<file path="src/rtl/sitoa_pkg.sv">
package sitoa_pkg;

    // width of the two's complement input value
    localparam int VALUE_WIDTH = 32;

    // decimal digits needed for 2^(VALUE_WIDTH-1), log10(2) ~ 1233/4096
    localparam int NUM_DIGITS = ((VALUE_WIDTH - 1) * 1233) / 4096 + 1;

    localparam int STEP_W = (VALUE_WIDTH > 1) ? $clog2(VALUE_WIDTH) : 1;
    localparam int PTR_W  = (NUM_DIGITS > 1) ? $clog2(NUM_DIGITS) : 1;

    localparam logic [5:0] CHR_ZERO  = 6'd48;
    localparam logic [5:0] CHR_MINUS = 6'd45;
    localparam logic [3:0] BCD_FIVE  = 4'd5;
    localparam logic [3:0] BCD_THREE = 4'd3;

    typedef struct packed {
        logic load;      // capture magnitude and sign, clear digits
        logic shift;     // one shift-add-3 conversion step
        logic find;      // point at the most significant nonzero digit
        logic dec;       // move to the next lower digit
        logic minus;     // present the minus sign instead of a digit
    } sitoa_cmd_t;

    typedef struct packed {
        logic last_step; // final conversion step is underway
        logic neg;       // current value is negative
        logic ptr_zero;  // pointer is at the units digit
    } sitoa_status_t;

endpackage

</file>
<file path="src/rtl/sitoa_dp.sv">
module sitoa_dp
    import sitoa_pkg::*;
(
    input  logic                          clk,
    input  logic                          rst_n,
    input  sitoa_cmd_t                    cmd,
    output sitoa_status_t                 status,
    input  logic signed [VALUE_WIDTH-1:0] value,
    output logic [5:0]                    char_code
);

    logic [VALUE_WIDTH-1:0]           bin_reg, bin_next;
    logic [NUM_DIGITS-1:0][3:0]       bcd_reg, bcd_next, bcd_adj;
    logic [STEP_W-1:0]                step_reg, step_next;
    logic [PTR_W-1:0]                 ptr_reg, ptr_next, msd;
    logic                             neg_reg, neg_next;
    logic [VALUE_WIDTH-1:0]           mag;
    logic [NUM_DIGITS*4-1:0]          bcd_flat;

    assign mag = value[VALUE_WIDTH-1] ? (~value + 1'b1) : value;

    // add-3 correction on every digit of five or more
    always_comb
    begin
        bcd_adj = bcd_reg;
        for (int i = 0; i < NUM_DIGITS; i++)
        begin
            if (bcd_reg[i] >= BCD_FIVE)
            begin
                bcd_adj[i] = bcd_reg[i] + BCD_THREE;
            end
        end
    end

    assign bcd_flat = bcd_adj;

    // highest nonzero digit, units digit when all are zero
    always_comb
    begin
        msd = '0;
        for (int i = 0; i < NUM_DIGITS; i++)
        begin
            if (bcd_reg[i] != 4'd0)
            begin
                msd = PTR_W'(i);
            end
        end
    end

    always_comb
    begin
        bin_next  = bin_reg;
        bcd_next  = bcd_reg;
        step_next = step_reg;
        ptr_next  = ptr_reg;
        neg_next  = neg_reg;
        if (cmd.load)
        begin
            bin_next  = mag;
            bcd_next  = '0;
            step_next = '0;
            neg_next  = value[VALUE_WIDTH-1];
        end
        else if (cmd.shift)
        begin
            bcd_next  = {bcd_flat[NUM_DIGITS*4-2:0], bin_reg[VALUE_WIDTH-1]};
            bin_next  = {bin_reg[VALUE_WIDTH-2:0], 1'b0};
            step_next = step_reg + 1'b1;
        end
        if (cmd.find)
        begin
            ptr_next = msd;
        end
        else if (cmd.dec)
        begin
            ptr_next = ptr_reg - 1'b1;
        end
    end

    always_ff @(posedge clk or negedge rst_n)
    begin
        if (!rst_n)
        begin
            step_reg <= '0;
            ptr_reg  <= '0;
            neg_reg  <= 1'b0;
        end
        else
        begin
            step_reg <= step_next;
            ptr_reg  <= ptr_next;
            neg_reg  <= neg_next;
        end
    end

    always_ff @(posedge clk)
    begin
        bin_reg <= bin_next;
        bcd_reg <= bcd_next;
    end

    assign status.last_step = (step_reg == STEP_W'(VALUE_WIDTH - 1));
    assign status.neg       = neg_reg;
    assign status.ptr_zero  = (ptr_reg == '0);

    assign char_code = cmd.minus ? CHR_MINUS : (CHR_ZERO + {2'b00, bcd_reg[ptr_reg]});

endmodule

</file>
<file path="src/rtl/sitoa_ctrl.sv">
module sitoa_ctrl
    import sitoa_pkg::*;
(
    input  logic          clk,
    input  logic          rst_n,
    input  logic          in_valid,
    output logic          in_ready,
    output logic          out_valid,
    input  logic          out_ready,
    output logic          last,
    output sitoa_cmd_t    cmd,
    input  sitoa_status_t status
);

    typedef enum logic [2:0] {
        ST_IDLE,
        ST_CONV,
        ST_FIND,
        ST_SIGN,
        ST_DIGIT
    } state_t;

    state_t state_reg, state_next;

    always_comb
    begin
        state_next = state_reg;
        cmd        = '0;
        in_ready   = 1'b0;
        out_valid  = 1'b0;
        last       = 1'b0;
        unique case (state_reg)
            ST_IDLE:
            begin
                in_ready = 1'b1;
                if (in_valid)
                begin
                    cmd.load   = 1'b1;
                    state_next = ST_CONV;
                end
            end
            ST_CONV:
            begin
                cmd.shift = 1'b1;
                if (status.last_step)
                begin
                    state_next = ST_FIND;
                end
            end
            ST_FIND:
            begin
                cmd.find   = 1'b1;
                state_next = status.neg ? ST_SIGN : ST_DIGIT;
            end
            ST_SIGN:
            begin
                out_valid = 1'b1;
                cmd.minus = 1'b1;
                if (out_ready)
                begin
                    state_next = ST_DIGIT;
                end
            end
            ST_DIGIT:
            begin
                out_valid = 1'b1;
                last      = status.ptr_zero;
                if (out_ready)
                begin
                    if (status.ptr_zero)
                    begin
                        state_next = ST_IDLE;
                    end
                    else
                    begin
                        cmd.dec = 1'b1;
                    end
                end
            end
            default:
            begin
                state_next = ST_IDLE;
            end
        endcase
    end

    always_ff @(posedge clk or negedge rst_n)
    begin
        if (!rst_n)
        begin
            state_reg <= ST_IDLE;
        end
        else
        begin
            state_reg <= state_next;
        end
    end

endmodule

</file>
<file path="src/rtl/signed_int_to_decimal_ascii.sv">
// signed integer to decimal ascii: each input word carries one two's complement
// integer and the block returns its decimal text, one ascii character per
// output word, most significant digit first, with last high on the final
// character. a negative value starts with '-' and the most negative value
// prints its full magnitude; zero prints a single '0'. one value is handled
// at a time: after the input word is taken the magnitude is converted to bcd
// by a shift-add-3 loop, one bit per cycle, then a find state locates the
// leading digit, then the characters go out one per cycle while out_ready is
// high.
module signed_int_to_decimal_ascii
    import sitoa_pkg::*;
(
    input  logic                          clk,
    input  logic                          rst_n,
    // input channel
    input  logic                          in_valid,
    output logic                          in_ready,
    input  logic signed [VALUE_WIDTH-1:0] value,
    // output channel, one character per word
    output logic                          out_valid,
    input  logic                          out_ready,
    output logic [5:0]                    char_code,
    output logic                          last
);

    // commands from the sequencer, status back from the datapath
    sitoa_cmd_t    cmd;
    sitoa_status_t status;

    // sequencer: accept, convert, find leading digit, emit sign and digits
    sitoa_ctrl u_ctrl (
        .clk       (clk),
        .rst_n     (rst_n),
        .in_valid  (in_valid),
        .in_ready  (in_ready),
        .out_valid (out_valid),
        .out_ready (out_ready),
        .last      (last),
        .cmd       (cmd),
        .status    (status)
    );

    // datapath: magnitude, bcd digits, digit pointer and character select
    sitoa_dp u_dp (
        .clk       (clk),
        .rst_n     (rst_n),
        .cmd       (cmd),
        .status    (status),
        .value     (value),
        .char_code (char_code)
    );

endmodule
</file>
<file path="config.mk">
export PLATFORM = sky130hd
export DESIGN_NAME = signed_int_to_decimal_ascii
export DESIGN_NICKNAME = d
export VERILOG_FILES = /design/src/rtl/sitoa_pkg.sv /design/src/rtl/sitoa_dp.sv /design/src/rtl/sitoa_ctrl.sv /design/src/rtl/signed_int_to_decimal_ascii.sv
export SDC_FILE = /design/constraint.sdc
export NUM_CORES = 1
export LEC_CHECK = 0
export CAP_MARGIN = 20
export CORE_ASPECT_RATIO = 2
export CORE_MARGIN = 2
export CORE_UTILIZATION = 64
export CTS_CLUSTER_SIZE = 24
export DETAILED_ROUTE_END_ITERATION = 10
export DONT_BUFFER_PORTS = 1
export GPL_TIMING_DRIVEN = 0
export PLACE_DENSITY = 0.87
export SYNTH_ARGS = -nofsm -noshare
export SYNTH_HDL_FRONTEND = slang
export SYNTH_SLANG_ARGS = --single-unit
</file>
<file path="constraint.sdc">
create_clock -name clk -period 3.2 [get_ports clk]
set_input_delay 0.32 -clock clk [delete_from_list [all_inputs] [get_ports clk]]
set_output_delay 0.32 -clock clk [all_outputs]
set_load 0.05 [all_outputs]
</file>
==> summary.md <==
| Metric | Value |
|---|---|
| Design area | 0.005883 sq mm |
| Synth Net Count | 673 |
| Sequential cell area | 0.002087 sq mm |
| Worst slew margin | 0.2599 |
| Skew-Pair Late Insertion Delay | 0.35 ns |
| Finished Layout Cells | 729 |
| Grt total ovfl | 0 |
| Drt first-iter violations | 377 |
| Worst setup margin | 0.2630 ns |
| Leakage dissipation | 2.230 nW |
| H-tree lvl count | 3 |
| Clock-pin slew on the worst setup and hold paths | 0.07 ns |
| Synthesized cell area | 0.005364 sq mm |
| HPWL Detailed | 10.16 mm |
| Critical path launch point type | flip-flop |
| Slew Viols, Final | 0 |
| Core ar. | 0.008233 sq mm |
| Setup Buffers After CTS | 0 |
| Post-synth ARST share | 0.1529 |
| Drt wl/cell | 18.50 um |
| Die X | 68.74 um |
| Crit-path leading delay family | compound AO/OA/AOI/OAI gates |
| Overall routing resource usage | 0.3185 |
| DRC violations left | 0 |
| Drt pass-1 iters | 6 |
| Worst EP required | 2.88 ns |
| Die Area | 0.009174 sq mm |
| Number of synthesized flops with an enable pin | 32 |
| Critical path, cell by cell | clkbuf_1 > mux4_2 > mux2i_1 > o221ai_1 |
| Fillcell total | 626 |
| Vias | 4,819 |
| Met3 usage | 0.06672 |
| Mean Syn Cell Area | 8.750 sq um |
| IO Port Bufs | 0 |
| Most frequent cells in the layout | o21ai_0 (77), nand2_1 (62), a21oi_1 (51) |
| TritonCTS Buffers | 9 |
| Clock sink total | 85 |
| Max reg flops | 40 |
| Max-cap violations | 0 |
| Worst min path class | in2reg |
| # IOs | 45 |
| Final setup skew | 0.006751 ns |
| Power Density | 1006 mW/mm^2 |
| Initial core utilization | 0.6515 |
| Number of global-route vias before repair | 4,977 |
| Worst-path fanout max | 10 |
| CTS tree | yes |
| #FFs+latches synth | 85 |
| Deepest clock path buffer count | 2 |
| Root Buffer | clkbuf_16 |
| Vias per cell | 6.610 |
| Die Y | 133.5 um |
| Fin crit share | 0.9178 |
| Setup crit end kind | output port |
| Dpl ws | -0.1166 ns |
| Buf/Inv on CP | 1 |
| CP Data Arrival Time | 2.62 ns |
| Most common cell after layout, fill and taps aside | o21ai_0 |
| Slowest-stage cell, CP | o221ai_1 |
| Dpl cells | 712 |
| Antenna cell count | 0 |
| Synth area leader | edfxtp_1 |
| WS Path Type | reg2out |
| Multi-input gate area | 0.003059 sq mm |
| Share of cells above drive strength 1 | 0.07924 |
| Pwr Total | 5.920 mW |
| Synth Flop Type | dfxtp_1 |
| Placed cell areas | 0.005519 sq mm |
| Busiest layer in global routing | met2 |
| Share of the synthesized area in the top cell type | 0.1791 |
| Status | finished, final reports clean |
| Synth cell types | 56 |
| Sequential area share after synthesis | 0.3891 |
| Largest net degree at the start of global routing | 25 |
| Post-route ant nets | 0 |
| Routed WL | 13.49 mm |
| Nets | 686 |
| Area contributors post-synth | edfxtp_1 (18%), dfxtp_1 (15%), o21ai_0 (7.2%) |
| Routability cong. | 0.8848 |
| Routing usage on met1 | 0.3064 |
| Initial antenna violation count | 0 |
| Max incr delay on CP | 0.90 ns |
| Actual slew at the worst max-slew pin | 1.130 ns |
| Max Fclk | 340.5 MHz |
| Num rows | 47 |
| Min Tclk post-route | 2.937 ns |
| Syn Inst Count | 613 |
| Endpoints failing setup | 0 |
| Worst IR Drop VDD | 0.4997 mV |
| Hold Vio Cnt, Final | 0 |
| Synthesis Warnings | 0 |
| First-pass GRT wire length | 22.11 mm |
| Area Overhead vs Synth | 9.680% |
| Met2 Usage GRT | 0.5764 |
| RSZ-0062 raised after global routing | no |
-- power breakdown --
group          total [mW]  switching [mW]  internal (mW)
Clock                1.22           0.451          0.767
Sequential           2.12           0.404           1.72
Combinational        2.58            1.62          0.959
Total                5.92            2.48           3.44
-- through the flow --
step                hold WS (ns)    util  TNS, ns
finish                    0.2147  0.7146        0
global route              0.2099  0.7146        0
CTS                       0.2160  0.7143        0
detailed placement       0.02471  0.6704   -2.757
global placement         0.02472  0.6670   -14.74
floorplan                0.02441       -        0
-- path summary, 6_finish.rpt --
path | cells past startpoint | endpoint | from | slack (ns)
setup / recovery | 4 | char_code[2] | u_dp.ptr_reg[1] | 0.26
hold / removal | 1 | u_dp.bin_reg[28] | value[28] | 0.21
setup reg to reg | 7 | u_dp.bin_reg[8] | u_ctrl.state_reg[1] | 0.30
hold reg to reg | 2 | u_dp.bcd_reg[0] | u_dp.bin_reg[31] | 0.46
max in group asynchronous | 1 | u_dp.ptr_reg[1] | rst_n | 2.36
min in group asynchronous | 1 | u_dp.step_reg[2] | rst_n | 0.43
-- cell type report --
type                            instances  share of cell area
Buffer                                 33             0.02276
Multi-Input combinational cell        469              0.5200
Clock buffer                            9             0.03828
Tap cell                               98             0.02084
Sequential cell                        85              0.3547
Timing Repair Buffer                    2            0.006380
Clock inverter                          7             0.02042
Inverter                               26             0.01659
-- cells in the mapped netlist, types with 4 or more instances --
library cell	number
edfxtp_1	32
nor3_1	9
nor2_1	37
mux4_2	8
or3b_2	4
a21oi_1	51
nand3_1	38
xor2_1	27
or3_1	6
dfrtp_1	13
buf_2	4
dfxtp_1	40
nor2b_1	7
nand2b_1	12
ha_1	24
o41ai_1	5
nand2_1	63
nand4_1	5
clkbuf_1	25
nor3b_1	14
mux2i_1	10
xnor2_1	14
o31ai_1	13
inv_1	26
o21ai_0	77
-- kinds of logic after synthesis --
| group | Yosys count | share of synthesized area |
|---|---|---|
| xor+xnor | 41 | 0.06695 |
| flops | 85 | 0.3891 |
| buf+inv | 59 | 0.04315 |
| simple gates | 215 | 0.2053 |
| fa+ha+maj | 24 | 0.05598 |
| mux | 21 | 0.05855 |
| other cells | 1 | 0.0006991 |
| compound gates | 167 | 0.1803 |
-- worst reg2reg max path: stages, from the launching register on --
cell and delay [ns]:
dfrtp_1 0.37, clkbuf_2 0.18, nor3_4 0.56, nand2_1 0.32, clkbuf_1 0.32, clkbuf_1 0.33
nand2_2 0.31, buf_16 0.21
-- routing by layer --
layer / vias up / wire, um
li1: 2234 / -
met1: 2319 / 4530
met2: 201 / 7536
met3: 65 / 693
met4: 0 / 729
met5: - / 0
-- timing repair --
action / CTS / global route
hold buffers: 1 / 0
gates cloned: 0 / 0
resized for setup: 1 / 1
endpoints found under the setup margin: 24 / 24
endpoints found under the hold margin: 13 / 0
Note: power is estimated with default switching activity, not from simulation.
